`src/hw/rtl/u2h_pkg.sv`:
```
`timescale 1ns / 1ps
`default_nettype none
// ----------------------------------------------------------------------------
// u2h_pkg - shared types and constants for the UTF-8 to UCS-2 hex encoder
// Decode modes, job record passed from front to back, ASCII helpers.
// ----------------------------------------------------------------------------
package u2h_pkg;

    localparam int BYTE_W  = 8;
    localparam int UNIT_W  = 11;
    localparam int CHAR_W  = 7;
    localparam int COUNT_W = 9;
    localparam int LIMIT_W = 8;

    localparam logic [BYTE_W-1:0]  ASCII_LIMIT   = 8'h80;
    localparam logic [BYTE_W-1:0]  LEAD2_MASK    = 8'hE0;
    localparam logic [BYTE_W-1:0]  LEAD2_CODE    = 8'hC0;
    localparam logic [BYTE_W-1:0]  LEAD3_MASK    = 8'hF0;
    localparam logic [BYTE_W-1:0]  LEAD3_CODE    = 8'hE0;
    localparam logic [UNIT_W-1:0]  UNIT_QUESTION = 11'h03F;
    localparam logic [LIMIT_W-1:0] LIMIT_RESET   = 8'd139;

    typedef enum logic [1:0] {
        MODE_IDLE  = 2'd0,
        MODE_HELD  = 2'd1,
        MODE_SKIP2 = 2'd2,
        MODE_SKIP1 = 2'd3
    } t_mode;

    typedef struct packed {
        logic               has_unit;
        logic               is_term;
        logic [UNIT_W-1:0]  unit;
        logic [COUNT_W-1:0] nbytes;
    } t_job;

    function automatic logic [CHAR_W-1:0] hex_ascii(input logic [3:0] v);
        logic [CHAR_W-1:0] r;
        if (v < 4'd10) begin
            r = 7'h30 + {3'b000, v};
        end else begin
            r = 7'h37 + {3'b000, v};
        end
        return r;
    endfunction

endpackage
`default_nettype wire

```
`src/hw/rtl/u2h_front.sv`:
```
`timescale 1ns / 1ps
`default_nettype none
// ----------------------------------------------------------------------------
// u2h_front - UTF-8 byte classifier
// Tracks multi-byte sequences and unit count, emits one job per code unit
// or terminator into the job queue.
// ----------------------------------------------------------------------------
module u2h_front (
    input  wire logic                         i_clk,
    input  wire logic                         i_rst_n,
    input  wire logic                         i_accept,
    input  wire logic [u2h_pkg::BYTE_W-1:0]   i_byte,
    input  wire logic                         i_end,
    input  wire logic [u2h_pkg::LIMIT_W-1:0]  i_max_units,
    output u2h_pkg::t_job                     o_job,
    output logic                              o_push
);
    import u2h_pkg::*;

    t_mode              r_mode, n_mode;
    logic [4:0]         r_held, n_held;
    logic [LIMIT_W-1:0] r_units, n_units;
    logic               w_room;

    assign w_room = (r_units < i_max_units);

    // next state
    always_comb begin
        n_mode = r_mode;
        if (i_accept) begin
            if (i_end) begin
                n_mode = MODE_IDLE;
            end else if (w_room) begin
                unique case (r_mode)
                    MODE_HELD:  n_mode = MODE_IDLE;
                    MODE_SKIP2: n_mode = MODE_SKIP1;
                    MODE_SKIP1: n_mode = MODE_IDLE;
                    MODE_IDLE: begin
                        if ((i_byte & LEAD2_MASK) == LEAD2_CODE) begin
                            n_mode = MODE_HELD;
                        end else if ((i_byte & LEAD3_MASK) == LEAD3_CODE) begin
                            n_mode = MODE_SKIP2;
                        end else begin
                            n_mode = MODE_IDLE;
                        end
                    end
                    default:    n_mode = MODE_IDLE;
                endcase
            end
        end
    end

    // outputs
    always_comb begin
        o_push         = 1'b0;
        o_job.has_unit = 1'b0;
        o_job.is_term  = 1'b0;
        o_job.unit     = '0;
        n_held         = r_held;
        n_units        = r_units;
        if (i_accept) begin
            if (i_end) begin
                o_push        = 1'b1;
                o_job.is_term = 1'b1;
                o_job.unit    = {r_held, 6'b000000};
                if (r_mode == MODE_HELD && w_room) begin
                    o_job.has_unit = 1'b1;
                    n_units        = r_units + 1'b1;
                end
            end else if (w_room) begin
                unique case (r_mode)
                    MODE_HELD: begin
                        o_push         = 1'b1;
                        o_job.has_unit = 1'b1;
                        o_job.unit     = {r_held, i_byte[5:0]};
                    end
                    MODE_SKIP2, MODE_SKIP1: begin
                        o_push = 1'b0;
                    end
                    MODE_IDLE: begin
                        if (i_byte < ASCII_LIMIT) begin
                            o_push         = 1'b1;
                            o_job.has_unit = 1'b1;
                            o_job.unit     = {3'b000, i_byte};
                        end else if ((i_byte & LEAD2_MASK) == LEAD2_CODE) begin
                            n_held = i_byte[4:0];
                        end else begin
                            o_push         = 1'b1;
                            o_job.has_unit = 1'b1;
                            o_job.unit     = UNIT_QUESTION;
                        end
                    end
                    default: o_push = 1'b0;
                endcase
                if (o_push) begin
                    n_units = r_units + 1'b1;
                end
            end
        end
        o_job.nbytes = {n_units, 1'b0};
    end

    always_ff @(posedge i_clk) begin
        if (!i_rst_n) begin
            r_mode  <= MODE_IDLE;
            r_held  <= '0;
            r_units <= '0;
        end else if (i_accept && i_end) begin
            r_mode  <= MODE_IDLE;
            r_held  <= '0;
            r_units <= '0;
        end else begin
            r_mode  <= n_mode;
            r_held  <= (n_mode == MODE_IDLE) ? 5'b00000 : n_held;
            r_units <= n_units;
        end
    end

endmodule
`default_nettype wire

```
`src/hw/rtl/u2h_fifo.sv`:
```
`timescale 1ns / 1ps
`default_nettype none
// ----------------------------------------------------------------------------
// u2h_fifo - job queue between classifier and hex emitter
// Register-based FIFO with show-ahead read.
// ----------------------------------------------------------------------------
module u2h_fifo #(
    parameter int DEPTH = 4
) (
    input  wire logic          i_clk,
    input  wire logic          i_rst_n,
    input  wire logic          i_push,
    input  wire u2h_pkg::t_job i_job,
    input  wire logic          i_pop,
    output u2h_pkg::t_job      o_job,
    output logic               o_full,
    output logic               o_empty
);
    import u2h_pkg::*;

    localparam int AW = (DEPTH > 1) ? $clog2(DEPTH) : 1;
    localparam logic [AW-1:0] LAST_IDX = AW'(DEPTH - 1);
    localparam logic [AW:0]   FULL_CNT = (AW + 1)'(DEPTH);

    t_job          r_mem [DEPTH];
    logic [AW-1:0] r_wr, r_rd;
    logic [AW:0]   r_cnt;
    logic          w_do_push, w_do_pop;

    assign o_full    = (r_cnt == FULL_CNT);
    assign o_empty   = (r_cnt == '0);
    assign o_job     = r_mem[r_rd];
    assign w_do_push = i_push && !o_full;
    assign w_do_pop  = i_pop && !o_empty;

    always_ff @(posedge i_clk) begin
        if (w_do_push) begin
            r_mem[r_wr] <= i_job;
        end
    end

    always_ff @(posedge i_clk) begin
        if (!i_rst_n) begin
            r_wr  <= '0;
            r_rd  <= '0;
            r_cnt <= '0;
        end else begin
            if (w_do_push) begin
                r_wr <= (r_wr == LAST_IDX) ? '0 : r_wr + 1'b1;
            end
            if (w_do_pop) begin
                r_rd <= (r_rd == LAST_IDX) ? '0 : r_rd + 1'b1;
            end
            unique case ({w_do_push, w_do_pop})
                2'b10:   r_cnt <= r_cnt + 1'b1;
                2'b01:   r_cnt <= r_cnt - 1'b1;
                default: r_cnt <= r_cnt;
            endcase
        end
    end

endmodule
`default_nettype wire

```
`src/hw/rtl/u2h_back.sv`:
```
`timescale 1ns / 1ps
`default_nettype none
// ----------------------------------------------------------------------------
// u2h_back - hex character emitter
// Expands each job into four ASCII hex characters and/or a terminator,
// one per cycle while the output is not stalled, through a registered output stage.
// ----------------------------------------------------------------------------
module u2h_back (
    input  wire logic                         i_clk,
    input  wire logic                         i_rst_n,
    input  wire u2h_pkg::t_job                i_job,
    input  wire logic                         i_empty,
    output logic                              o_pop,
    output logic                              o_valid,
    input  wire logic                         i_ready,
    output logic [u2h_pkg::CHAR_W-1:0]        o_char,
    output logic [u2h_pkg::COUNT_W-1:0]       o_count,
    output logic                              o_last
);
    import u2h_pkg::*;

    localparam logic [2:0] STEP_TERM = 3'd4;

    t_job               r_job;
    logic               r_busy;
    logic [2:0]         r_step;
    logic               r_valid;
    logic [CHAR_W-1:0]  r_char;
    logic [COUNT_W-1:0] r_count;
    logic               r_last;
    logic               w_adv, w_done;
    logic [15:0]        w_word;
    logic [3:0]         w_nib;

    assign w_adv  = r_busy && (!r_valid || i_ready);
    assign w_done = (r_step == STEP_TERM) || (r_step == 3'd3 && !r_job.is_term);
    assign o_pop  = !i_empty && (!r_busy || (w_adv && w_done));
    assign w_word = {5'b00000, r_job.unit};

    always_comb begin
        unique case (r_step[1:0])
            2'd0:    w_nib = w_word[15:12];
            2'd1:    w_nib = w_word[11:8];
            2'd2:    w_nib = w_word[7:4];
            default: w_nib = w_word[3:0];
        endcase
    end

    always_ff @(posedge i_clk) begin
        if (o_pop) begin
            r_job <= i_job;
        end
        if (w_adv) begin
            r_char  <= (r_step == STEP_TERM) ? '0 : hex_ascii(w_nib);
            r_count <= r_job.nbytes;
            r_last  <= (r_step == STEP_TERM);
        end
    end

    always_ff @(posedge i_clk) begin
        if (!i_rst_n) begin
            r_busy  <= 1'b0;
            r_step  <= '0;
            r_valid <= 1'b0;
        end else begin
            if (o_pop) begin
                r_busy <= 1'b1;
                r_step <= i_job.has_unit ? 3'd0 : STEP_TERM;
            end else if (w_adv) begin
                r_busy <= !w_done;
                r_step <= (r_step == 3'd3) ? STEP_TERM : r_step + 1'b1;
            end
            if (w_adv) begin
                r_valid <= 1'b1;
            end else if (i_ready) begin
                r_valid <= 1'b0;
            end
        end
    end

    assign o_valid = r_valid;
    assign o_char  = r_char;
    assign o_count = r_count;
    assign o_last  = r_last;

endmodule
`default_nettype wire

```
`src/hw/rtl/utf8_to_ucs2_hex_encoder.sv`:
```
`timescale 1ns / 1ps
`default_nettype none
// ----------------------------------------------------------------------------
// utf8_to_ucs2_hex_encoder - UTF-8 text to UCS-2 big-endian ASCII hex
// Classifier front, job queue, hex emitter back.
//
//  channel | dir | tdata                                  | tlast
//  s_axis  | in  | [7:0] text_byte                        | end_of_text
//  m_axis  | out | [6:0] hex_char, [15:7] user_data_bytes | is_last
//  cfg     | in  | [7:0] max_units                        | -
//
//  Input side takes one byte per cycle while the job queue has room.
//  Each code unit yields four output characters, the terminator one; the
//  one-character output register sets the sustained output rate.
//  Output register decouples tready stalls; the queue absorbs input bursts.
//  Synchronous active-low reset clears all control state; max_units = 139.
// ----------------------------------------------------------------------------
module utf8_to_ucs2_hex_encoder #(
    parameter int FIFO_DEPTH = 4
) (
    input  wire logic        i_clk,
    input  wire logic        i_rst_n,
    input  wire logic        s_axis_tvalid,
    output logic             s_axis_tready,
    input  wire logic [7:0]  s_axis_tdata,  // [7:0] text_byte
    input  wire logic        s_axis_tlast,  // end_of_text
    output logic             m_axis_tvalid,
    input  wire logic        m_axis_tready,
    output logic [15:0]      m_axis_tdata,  // [6:0] hex_char, [15:7] user_data_bytes
    output logic             m_axis_tlast,  // is_last
    input  wire logic        cfg_valid,
    output logic             cfg_ready,
    input  wire logic [7:0]  cfg_data       // [7:0] max_units
);
    import u2h_pkg::*;

    logic [LIMIT_W-1:0] r_max_units;
    t_job               w_push_job, w_pop_job;
    logic               w_push, w_pop, w_full, w_empty, w_accept;
    logic [CHAR_W-1:0]  w_char;
    logic [COUNT_W-1:0] w_count;

    assign cfg_ready     = 1'b1;
    assign s_axis_tready = !w_full;
    assign w_accept      = s_axis_tvalid && !w_full;

    always_ff @(posedge i_clk) begin
        if (!i_rst_n) begin
            r_max_units <= LIMIT_RESET;
        end else if (cfg_valid) begin
            r_max_units <= cfg_data;
        end
    end

    u2h_front u_front (
        .i_clk       (i_clk),
        .i_rst_n     (i_rst_n),
        .i_accept    (w_accept),
        .i_byte      (s_axis_tdata),
        .i_end       (s_axis_tlast),
        .i_max_units (r_max_units),
        .o_job       (w_push_job),
        .o_push      (w_push)
    );

    u2h_fifo #(
        .DEPTH (FIFO_DEPTH)
    ) u_fifo (
        .i_clk   (i_clk),
        .i_rst_n (i_rst_n),
        .i_push  (w_push),
        .i_job   (w_push_job),
        .i_pop   (w_pop),
        .o_job   (w_pop_job),
        .o_full  (w_full),
        .o_empty (w_empty)
    );

    u2h_back u_back (
        .i_clk   (i_clk),
        .i_rst_n (i_rst_n),
        .i_job   (w_pop_job),
        .i_empty (w_empty),
        .o_pop   (w_pop),
        .o_valid (m_axis_tvalid),
        .i_ready (m_axis_tready),
        .o_char  (w_char),
        .o_count (w_count),
        .o_last  (m_axis_tlast)
    );

    assign m_axis_tdata = {w_count, w_char};

    a_no_overflow: assert property (@(posedge i_clk) disable iff (!i_rst_n)
        !(w_push && w_full))
        else $error("job queue overflow");

    a_reset_quiet: assert property (@(posedge i_clk)
        !i_rst_n |=> !m_axis_tvalid)
        else $error("output valid after reset");

    a_term_zero: assert property (@(posedge i_clk) disable iff (!i_rst_n)
        (m_axis_tvalid && m_axis_tlast) |-> (w_char == '0))
        else $error("terminator carries a character");

    a_char_hex: assert property (@(posedge i_clk) disable iff (!i_rst_n)
        (m_axis_tvalid && !m_axis_tlast) |-> (w_char >= 7'h30 && w_char <= 7'h46))
        else $error("non-hex character emitted");

endmodule
`default_nettype wire
```
`config.mk`:
```
export PLATFORM = sky130hd
export DESIGN_NAME = utf8_to_ucs2_hex_encoder
export DESIGN_NICKNAME = d
export VERILOG_FILES = /design/src/hw/rtl/u2h_pkg.sv /design/src/hw/rtl/u2h_front.sv /design/src/hw/rtl/u2h_fifo.sv /design/src/hw/rtl/u2h_back.sv /design/src/hw/rtl/utf8_to_ucs2_hex_encoder.sv
export SDC_FILE = /design/constraint.sdc
export NUM_CORES = 1
export LEC_CHECK = 0
export BUFFER_PORTS_ARGS = -buffer_cell sky130_fd_sc_hd__buf_2
export CORE_MARGIN = 4
export CORE_UTILIZATION = 55
export CTS_CLUSTER_SIZE = 8
export DETAILED_ROUTE_END_ITERATION = 7
export PLACE_DENSITY = 0.81
export SYNTH_ARGS = -nofsm -noshare
export SYNTH_HDL_FRONTEND = slang
export SYNTH_SLANG_ARGS = --single-unit
```
`constraint.sdc`:
```
create_clock -name i_clk -period 6.5 [get_ports i_clk]
set_input_delay 0.975 -clock i_clk [delete_from_list [all_inputs] [get_ports i_clk]]
set_output_delay 0.975 -clock i_clk [all_outputs]
set_load 0.03 [all_outputs]
```
; ---- After elaboration in Yosys (flattened, before gate mapping)
; Memories as Yosys holds them, arrays and structs flattened. A register that Yosys moved wholly into a read port is not among the register bits.
; Index checks and enable logic that the tools add are counted.
[word_totals]
memories = 1
out_inout_bits = 20
reg_bits = 73
in_bits = 22
ram_bits = 84
wordCells = 123
[classes]
n_mux = 48
n_lt_le_gt_ge = 3
n_eq_ne = 14
reduce_logical = 30
add_sub_neg = 8
n_bitwise = 3
[memory_table]
columns = name, depth, word_bits, rd, rd_ports_with_merged_regs, write_ports, line
row1 = u_fifo.r_mem, 4, 21, 1, 1, 1, u2h_fifo.sv:25  ; t_job r_mem [DEPTH];
[op_table]
columns = op, n
row1 = two-way mux 8 bit, 5
row2 = two-way mux 11 bit, 3
row3 = one-hot mux 11 bit (2 select lines), 1
row4 = two-way mux 1 bit, 18
row5 = two-way mux 2 bit, 9
row6 = "adder 6 x 4 -> 7 bit, first input constant", 2
row7 = two-way mux 13 bit, 1
row8 = "equality test 2 bit, second input constant", 6
row9 = two-way mux 3 bit, 4
row10 = one-hot mux 4 bit (3 select lines), 1
row11 = "equality test 3 bit, second input constant", 3
row12 = logical AND 1 bit, 9
row13 = "adder 8 x 1 -> 8 bit, second input constant", 1
row14 = < comparator 8 bit, 1
row15 = "< comparator 8 bit, second input constant", 1
row16 = two-way mux 7 bit, 1
row17 = "adder 3 x 1 -> 3 bit, second input constant", 2
row18 = "equality test 2 x 1 -> 1 bit, second input constant", 3
row19 = zero test 1 bit, 6
row20 = zero test 2 bit, 3
row21 = two-way mux 6 bit, 1
row22 = one-hot mux 2 bit (3 select lines), 1
row23 = one-hot mux 3 bit (2 select lines), 1
row24 = AND reduction 6 bit, 1
row25 = 13 further kinds, 22

; ---- Longest topological paths before layout
; Gate-level depths: netlist (run 1).
[logic_depth]
depth_word = 13
depth_mapped = 14
depth_no_buf = 12

; ---- By module
; From an unflattened synthesis (run 1), not the netlist that was laid out.
[unflattened]
cells_unflattened = 469
hier_area_um2 = 6954.2
[modules_own_cells]
columns = mod, cells_per_inst, n_inst, seq_area_each_um2, area_per_inst_um2
row1 = u2h_fifo, 170, 1, 2822.7, 3672.3
row2 = u2h_back, 104, 1, 1241.2, 1660.3
row3 = u2h_front, 166, 1, 300.3, 1308.8
row4 = utf8_to_ucs2_hex_encoder, 29, 1, 160.2, 312.8

; ---- Worst setup path after synthesis (run 1)
; No wires, ideal clock.
[synth_timing]
kind = input -> register
from = input m_axis_tready
to = register u_fifo.r_cnt[2]
n_path_buf = 0
path_slack_ns = 2.516
arrival_ns = 3.914
required_time_ns = 6.430
setup_time_ns = 0.070
path_stages = 9
cell_sequence = nand2b_1 o21ai_0 a21oi_1 ha_1 inv_1 fa_1 xor2_1 or3_1 a21oi_1
[synth_via]
elab_chain_cells = 8
elab_cells_between_ends = 10
classes_between = eq/ne (2) / mux (1) / reduce/logical (7)
[synth_lines]
columns = element, line
row1 = from (decl), utf8_to_ucs2_hex_encoder.sv:28  ; input wire logic m_axis_tready,
row2 = logical OR 1 bit (*), u2h_back.sv:35  ; assign w_adv = r_busy && (!r_valid || i_ready);
row3 = logical AND 1 bit (*), u2h_back.sv:35
row4 = logical AND 1 bit (*), u2h_back.sv:37  ; assign o_pop = !i_empty && (!r_busy || (w_adv && w_done));
row5 = logical OR 1 bit (*), u2h_back.sv:37
row6 = logical AND 1 bit (*), u2h_back.sv:37
row7 = logical AND 1 bit (*), u2h_fifo.sv:34  ; assign w_do_pop = i_pop && !o_empty;
row8 = equality test 2 x 1 -> 1 bit / equality test 2 bit (equally long branches), u2h_fifo.sv:54  ; unique case ({w_do_push, w_do_pop})
row9 = one-hot mux 3 bit (2 select lines) / nonzero test 2 bit (equally long branches), n/a
row10 = to (signal assigned), u2h_fifo.sv:55  ; 2'b10: r_cnt <= r_cnt + 1'b1;
row11 = to (signal assigned), u2h_fifo.sv:56  ; 2'b01: r_cnt <= r_cnt - 1'b1;
row12 = to (signal assigned), u2h_fifo.sv:57  ; default: r_cnt <= r_cnt;
row13 = to (decl), u2h_fifo.sv:27  ; logic [AW:0] r_cnt;
; Every way passes the cells marked *; elsewhere a longest branch is shown, timed or not.
; A chain may end at the register's enable or synchronous reset.

; ---- Worst setup path after layout (run 1)
[layout_timing]
from = register u_front.r_units[3]
to = register u_fifo.r_cnt[2]
[layout_via]
elab_chain_cells = 7
elab_cells_between_ends = 9
classes_between = order compare (1) / eq/ne (2) / mux (4) / reduce/logical (2)
[layout_lines]
columns = element, line
row1 = from (decl), u2h_front.sv:22  ; logic [LIMIT_W-1:0] r_units, n_units;
row2 = from (signal assigned), u2h_front.sv:115  ; r_units <= n_units;
row3 = < comparator 8 bit (*), u2h_front.sv:25  ; assign w_room = (r_units < i_max_units);
row4 = two-way mux 1 bit (*), u2h_front.sv:70  ; end else if (w_room) begin
row5 = two-way mux 1 bit (*), u2h_front.sv:62  ; if (i_end) begin
row6 = two-way mux 1 bit (*), u2h_front.sv:61  ; if (i_accept) begin
row7 = logical AND 1 bit (*), u2h_fifo.sv:33  ; assign w_do_push = i_push && !o_full;
row8 = equality test 2 x 1 -> 1 bit / equality test 2 bit (equally long branches), u2h_fifo.sv:54
row9 = one-hot mux 3 bit (2 select lines) / nonzero test 2 bit (equally long branches), n/a
; Marks and branches as above.

==> impl_metrics.tcl, run 1 <==
set metrics [dict create \
    post_synthesis_cells 450 \
    synth_top_flop_cell "edfxtp_1" \
    viasPerCell 5.702 \
    post_cts.resized_instances 0 \
    hold_fix_buffers_at_cts 0 \
    timing.critical_path.cells "ha_1 -> o21ai_0 -> o21bai_1 -> a311o_1 -> o21a_1 -> ha_1 -> inv_1 -> fa_1 -> xor2_1 -> or3_1 -> a21oi_1" \
    clock_tree_from_tritoncts "yes" \
    ir_worst_vdd_v 0.0001965 \
    ctsRootBufferMaster "clkbuf_16" \
    max_clock_freq_mhz 304.0 \
    first_iter_violations 288 \
    area_growth_from_synthesis_to_layout_pct 13.61 \
    routabilityCongestion 0.9498 \
    setup_viol 0 \
    hp-class "reg -> reg" \
    holdCritStartpoint "u_back.r_job[1]$_DFFE_PN_" \
    routed_len_inst_um 17.85 \
    drv.max_cap_violation_count 0 \
    crit_path_end_kind "flop" \
    yosys-mux-area-fraction_pct 10.31 \
    cts_sinks 157 \
    tightest_slew_margin_relative_to_the_limit_pct 29.71 \
    setup_tns_ns 0 \
    synthesized_area_fraction_occupied_by_adder_cells_pct 4.266 \
    asyncSetResetFlopFracSynth_pct 0 \
    area_of_the_multi_input_gates_sq_um 2098 \
    cpMaxStageDelayCell "a311o_1" \
    skew_ns 0.006209 \
    gr_util_all_layers_pct 17.93 \
    synth_compound_area_share_pct 5.681 \
    synth-edff-count 120 \
    fp.dieW_um 117.8 \
    synth_top_family_by_area "multiplexers" \
    cts_htree_levels 4 \
    ys_ff_latch 157 \
    cts.repair_timing.setup_buffer_count 0 \
    die_height_um 117.8 \
    num_vias 3718 \
    rr_startpoint "u_front.r_units[3]$_SDFF_PP0_" \
    critical-path-top-delay-family "compound AO/OA/AOI/OAI gates" \
    finalNetCount 540 \
    regArea_sq_um 4344 \
    path_common_cell "ha_1" \
    final.hold.worst_slack_ns 0.4179 \
    cts.clk_slew.worst_paths_ns 0.06 \
    start_kind "flop" \
    yosysWarnings 0 \
    worst_pin_slew_ns 1.053 \
    totalWireLength_mm 11.64 \
    number_of_antenna_violations_at_the_first_check_in_global_routing 0 \
    detailedPlacementHpwl_mm 8.058 \
    postRouteAntennaNets 0 \
    first_pass_grt_wire_length_mm 19.26 \
    port-buffer-count 39 \
    crit_required_ns 6.85 \
    cellPowerDensity_nw_per_um2 417.3 \
    coreArea_sq_um 11610 \
    timing.critical_path.fanout_max 9 \
    timing.critical_path.buf_inv 1 \
    hold_viol_final 0 \
    status "completed" \
    post_synth_instance_area_sq_um 6629 \
    synth_simple_gate_area_share_pct 10.04 \
    synthXorXnorAreaFrac_pct 1.189 \
    grt_setup_unrepaired "false" \
    insertion_delay_ns 0.42 \
    layout_worst_path_cycle_share_pct 50.61 \
    static-leakage-power_nw 2.769 \
    clock_tree.buffer_depth 2 \
    total_die_area_sq_um 13870 \
    synthDistinctLibCells 53 \
    final-max-slew-violation-count 0 \
    overflow 0 \
    worst-endpoint-arrival_ns 3.64 \
    first_global_vias 3788 \
    grt_max_degree 26 \
    fin_total_pwr_mw 3.143 \
    avgSynthCellArea_sq_um 14.73 \
    cts-buffers-inserted 17 \
    drt-pass1-iter-count 4 \
    fillerInstances 808 \
    fp-row-count 39 \
    floorplan.initialDensity_pct 57.08 \
    antenna-diode-count 0 \
    worst-setup-path-type "reg -> reg" \
    drc_violations_left 0 \
    critical_path.startpoint "u_front.r_units[3]$_SDFF_PP0_" \
    synth-seq-area-share_pct 65.53 \
    pin_count 42 \
    critical-path-max-stage-delay_ns 0.49 \
    period_minus_slack_ns 3.290 \
    drive_gt1_share_pct 21.02 \
    synthesis.nets 494 \
]
==> registers in the layout, indices dropped and copies added, names as in the netlist, named ones only <==
register and cells:
u_front.r_held 5, u_fifo.r_wr 2, u_front.r_mode 2, u_fifo.r_mem 84, u_back.o_valid 1, u_back.o_count 8, u_front.r_units 8, u_back.o_last 1
u_back.r_job 20, u_fifo.r_rd 2, r_max_units 8, u_back.r_step 3, u_fifo.r_cnt 3, u_back.r_busy 1, u_back.o_char 7
==> power by group <==
group	internal [mW]	switching, mW	total [mW]
Combinational	0.279	0.439	0.718
Sequential	1.39	0.0909	1.48
Clock	0.567	0.379	0.946
==> logic make-up (layout without fill, tap and decap cells) <==
logic type / count (synthesis) / in the layout
AO/OA/AOI/OAI: 55 / 55
XOR/XNOR: 9 / 9
adder cells (fa/ha/maj): 22 / 22
buffers and inverters: 43 / 102
flip-flops: 157 / 157
multiplexers: 42 / 42
other: 2 / 2
AND/OR/NAND/NOR: 120 / 120
==> final timing paths <==
path | end | slack [ns] | cells after the start
worst min-delay path | u_back.o_count[1]$_DFFE_PP_ | 0.42 | 0
worst max-delay path | u_fifo.r_cnt[2]$_SDFFE_PN0P_ | 3.21 | 11
worst min register to register | u_back.o_count[1]$_DFFE_PP_ | 0.42 | 0
worst max register to register | u_fifo.r_cnt[2]$_SDFFE_PN0P_ | 3.21 | 11
==> final cells by class <==
cell class / count / area share (%)
inverters: 25 / 1.246
flip-flops and latches: 157 / 57.68
clock inverters: 13 / 1.894
multi-input cells: 250 / 27.86
repair buffers: 45 / 3.190
well taps: 143 / 2.376
clock buffers: 19 / 5.748
==> cells in the final DEF (no fill, tap or decap), drive strengths merged, types with 4 or more instances in the layout <==
cell type	count
edfxtp	120
buf	45
dfxtp	37
nand2	30
inv	27
nor2	22
mux4	21
mux2i	21
ha	21
clkbuf	19
a21oi	16
nor2b	10
nor3	10
nand3	10
o21ai	10
nand2b	9
and2	8
o21a	7
clkinv	7
xor2	5
or3	5
nor4	5
xnor2	4
o211ai	4
==> synth_stat cells (5+ instances only) <==
| cell | n | area share (%) |
|---|---|---|
| clkbuf_1 | 9 | 0.51 |
| o21a_1 | 7 | 0.79 |
| mux4_2 | 21 | 7.1 |
| dfxtp_1 | 37 | 11 |
| a21oi_1 | 16 | 1.2 |
| xor2_1 | 5 | 0.66 |
| nor2_1 | 22 | 1.2 |
| ha_1 | 21 | 4.0 |
| nand2_1 | 30 | 1.7 |
| nor3_1 | 10 | 0.76 |
| mux2i_1 | 21 | 3.2 |
| nor2b_1 | 10 | 0.94 |
| o21ai_0 | 9 | 0.68 |
| nand2b_1 | 9 | 0.85 |
| inv_1 | 25 | 1.4 |
| and2_1 | 8 | 0.76 |
| edfxtp_1 | 120 | 54 |
| nand3_1 | 10 | 0.76 |
==> through the flow <==
step | cells | utilization [%] | worst slack (ns) | instance area [sq um]
finish | 652 | 64.85 | 3.210 | 7531
CTS | 652 | 64.85 | 3.202 | 7531
detailed placement | 620 | 59.89 | 3.105 | 6955
floorplan | 450 | - | 2.516 | 6629
global route | 652 | 64.85 | 2.953 | 7531
global placement | 620 | 59.89 | 3.206 | 6955
==> worst register-to-register path, delay by kind of cell, from the launching register on <==
kind	cells	cell delay, ns
DFF	1	0.44
AOI/OAI and AO/OA	5	1.42
buffers and inverters	1	0.06
xor gates and xnor gates	1	0.16
and+or+nand+nor	1	0.31
adders and majority gates	3	0.84
==> routing by layer <==
metal	routed length (um)	global-route usage (%)	vias to the layer above
met5	0	0	-
met4	196	7.179	0
met3	605	4.181	14
met2	5907	29.93	123
met1	4926	22.77	1801
li1	-	-	1780
Power figures use the tool's default switching activity.
==> run 2, diff against run 1 <==
==> constraint.sdc (replaced) <==
create_clock -name i_clk -period 3.24 [get_ports i_clk]
set_input_delay 0.486 -clock i_clk [delete_from_list [all_inputs] [get_ports i_clk]]
set_output_delay 0.486 -clock i_clk [all_outputs]
set_load 0.03 [all_outputs]
==> run 2 against run 1 <==
Compared with the run above:
- clock-buffer cell count stayed put
- register-to-register slack got worse by 3.0 ns
- cell count unchanged
- design area about the same
==> impl_metrics.tcl, run 2 (same netlist as run 1, synthesis figures left out) <==
set metrics [dict create \
    ctsRootBufferMaster "clkbuf_16" \
    clock_tree.buffer_depth 2 \
    gr_util_all_layers_pct 18.63 \
    cellPowerDensity_nw_per_um2 839.6 \
    largest_register "u_fifo.r_mem" \
    final_common_cell "edfxtp_1" \
    finalNetCount 541 \
    layoutNonFillerInstCount 652 \
    timing.critical_path.fanout_max 7 \
    fin_total_pwr_mw 6.316 \
    critical-path-max-stage-delay_ns 0.45 \
    r2r.worst_path.cells 11 \
    clock_tree_from_tritoncts "yes" \
    num_vias 3818 \
    worst-endpoint-arrival_ns 3.37 \
    largest_regs "u_fifo.r_mem: 84 flops, u_back.r_job: 20 flops" \
    floorplan.initialDensity_pct 57.08 \
    timing.final.ws_setup_ns 0.2137 \
    worst-setup-path-type "reg -> reg" \
    cpMaxStageDelayCell "dfxtp_1" \
    dr.max_layer_used "met4" \
    tightest_slew_margin_relative_to_the_limit_pct 27.41 \
    totalWireLength_mm 12.36 \
    die_height_um 117.8 \
    crit_path_end_kind "flop" \
    postRouteAntennaNets 0 \
    status "completed" \
    port-buffer-count 39 \
    fp-row-count 39 \
    critical-path-top-delay-family "compound AO/OA/AOI/OAI gates" \
    ir_worst_vdd_v 0.0004283 \
    p_int_mw 4.472 \
    r2r_setup_slack_ns 0.21 \
    pin_count 42 \
    cts_sinks 157 \
    dr_wl_met3_um 752 \
    final_core_utilization_pct 64.78 \
    overflow 0 \
    cts-buffers-inserted 17 \
    cts.repair_timing.setup_buffer_count 0 \
    largest_register_ff_count 84 \
    crit_required_ns 3.58 \
    wirelength_met1_mm 5.058 \
    cts.clk_slew.worst_paths_ns 0.06 \
    routed_len_inst_um 18.96 \
    sw_frac_of_total_pct 29.19 \
    setup_tns_ns 0 \
    cts_htree_levels 4 \
    hold_viol_final 0 \
    placed_cells 621 \
    drt-pass1-iter-count 4 \
    total_die_area_sq_um 13870 \
    grt_setup_unrepaired "false" \
    drive_gt1_share_pct 21.02 \
    fillerInstances 825 \
    r2r_end "u_fifo.r_cnt[2]$_SDFFE_PN0P_" \
    rr_startpoint "u_front.r_units[6]$_SDFF_PP0_" \
    seq_power_share_pct 47.2 \
    final_design_area_no_fill_sq_um 7523 \
    clkPwrFrac_pct 29.6 \
    whs_endpoint "r_max_units[1]$_SDFFE_PN1P_" \
    setup_viol 0 \
    first_pass_grt_wire_length_mm 19.63 \
    period_minus_slack_ns 3.026 \
    total_net_switching_power_mw 1.844 \
    insertion_delay_ns 0.42 \
    met2WireLength_mm 6.398 \
    post-place-ws_ns 0.1806 \
    holdCritStartpoint "cfg_data[1]" \
    final-max-slew-violation-count 0 \
    layout_worst_path_cycle_share_pct 93.40 \
    routabilityCongestion 0.9153 \
    drv.max_cap_violation_count 0 \
    mostFrequentLayoutCells "120 x edfxtp_1, 39 x buf_2, 37 x dfxtp_1" \
    fp.dieW_um 117.8 \
    combinationalPowerShare_pct 23.2 \
    start_kind "flop" \
    max_clock_freq_mhz 330.4 \
    worst_pin_slew_ns 1.087 \
    first_global_vias 3682 \
    area_growth_from_synthesis_to_layout_pct 13.50 \
    antenna-diode-count 0 \
    viasPerCell 5.856 \
    final.hold.worst_slack_ns 0.2810 \
    detailedPlacementHpwl_mm 8.200 \
    skew_ns 0.01368 \
    static-leakage-power_nw 2.768 \
    drc_violations_left 0 \
    timing.critical_path.buf_inv 1 \
    coreArea_sq_um 11610 \
    hp-class "in -> reg" \
    whs_path_depth 3 \
    first_iter_violations 304 \
    grt_max_degree 25 \
    post_place_instance_area_sq_um 6963 \
    timing.critical_path.cells "ha_1 -> a21oi_1 -> o211ai_4 -> a311o_1 -> o21a_1 -> ha_1 -> inv_1 -> fa_1 -> xor2_1 -> or3_1 -> a21oi_1" \
    number_of_antenna_violations_at_the_first_check_in_global_routing 0 \
]
-- run 2: cell types whose count changed in the layout (fill, tap and decap cells not counted), sizes merged --
cell,change
buf,+1
clkinvlp,+1
inv,-2
-- run 2: worst register-to-register path: stages, from the launching register on --
cell and delay, ns:
dfxtp_1 0.45, ha_1 0.29, a21oi_1 0.34, o211ai_4 0.14, a311o_1 0.36, o21a_1 0.29
ha_1 0.28, inv_1 0.07, fa_1 0.17, xor2_1 0.07, or3_1 0.32, a21oi_1 0.15
-- run 2: how the worst max path moves through the flow --
stage	from	end	slack, ns	cells after the start
2_1_floorplan	r_max_units[6]$_SDFFE_PN0P_	u_fifo.r_mem[0][0]$_DFFE_PP_	0.04	9
3_3_place_gp	u_front.r_units[3]$_SDFF_PP0_	u_fifo.r_cnt[2]$_SDFFE_PN0P_	0.38	11
3_5_place_dp	u_front.r_units[3]$_SDFF_PP0_	u_fifo.r_cnt[2]$_SDFFE_PN0P_	0.18	11
4_1_cts	u_front.r_units[3]$_SDFF_PP0_	u_fifo.r_cnt[2]$_SDFFE_PN0P_	0.16	11
5_1_grt	u_front.r_units[6]$_SDFF_PP0_	u_fifo.r_cnt[2]$_SDFFE_PN0P_	0.03	11
6_report	u_front.r_units[6]$_SDFF_PP0_	u_fifo.r_cnt[2]$_SDFFE_PN0P_	0.21	11
-- run 2: cell type report --
class	count	area [sq um]	area share, %
timing repair buffer	46	247.7	3.293
multi-input combinational	250	2102	27.94
clock inverter	12	123.9	1.646
inverter	25	93.84	1.247
clock buffer	19	432.9	5.754
tap	143	178.9	2.378
sequential	157	4344	57.74
-- run 2: power groups by stage --
stage	Clock (mW)	Sequential (mW)	Combinational [mW]
2_1_floorplan	0	3.10	0.970
3_3_place_gp	0	2.99	1.42
3_5_place_dp	0	3.03	1.48
4_1_cts	1.90	2.99	1.49
5_1_grt	2.00	3.03	1.62
6_report	1.87	2.98	1.47
-- run 2: what timing repair did --
action	in CTS	in global routing
hold endpoints to repair	0	0
resized for setup	0	1
endpoints found under the setup margin	0	1
hold buffers	0	0
-- run 2: metal layers --
metal  GRT usage (%)  vias to the layer above
li1                -                     1780
met1           23.80                     1884
met2           30.83                      141
met3           5.142                       13
met4           6.447                        0
met5               0                        -
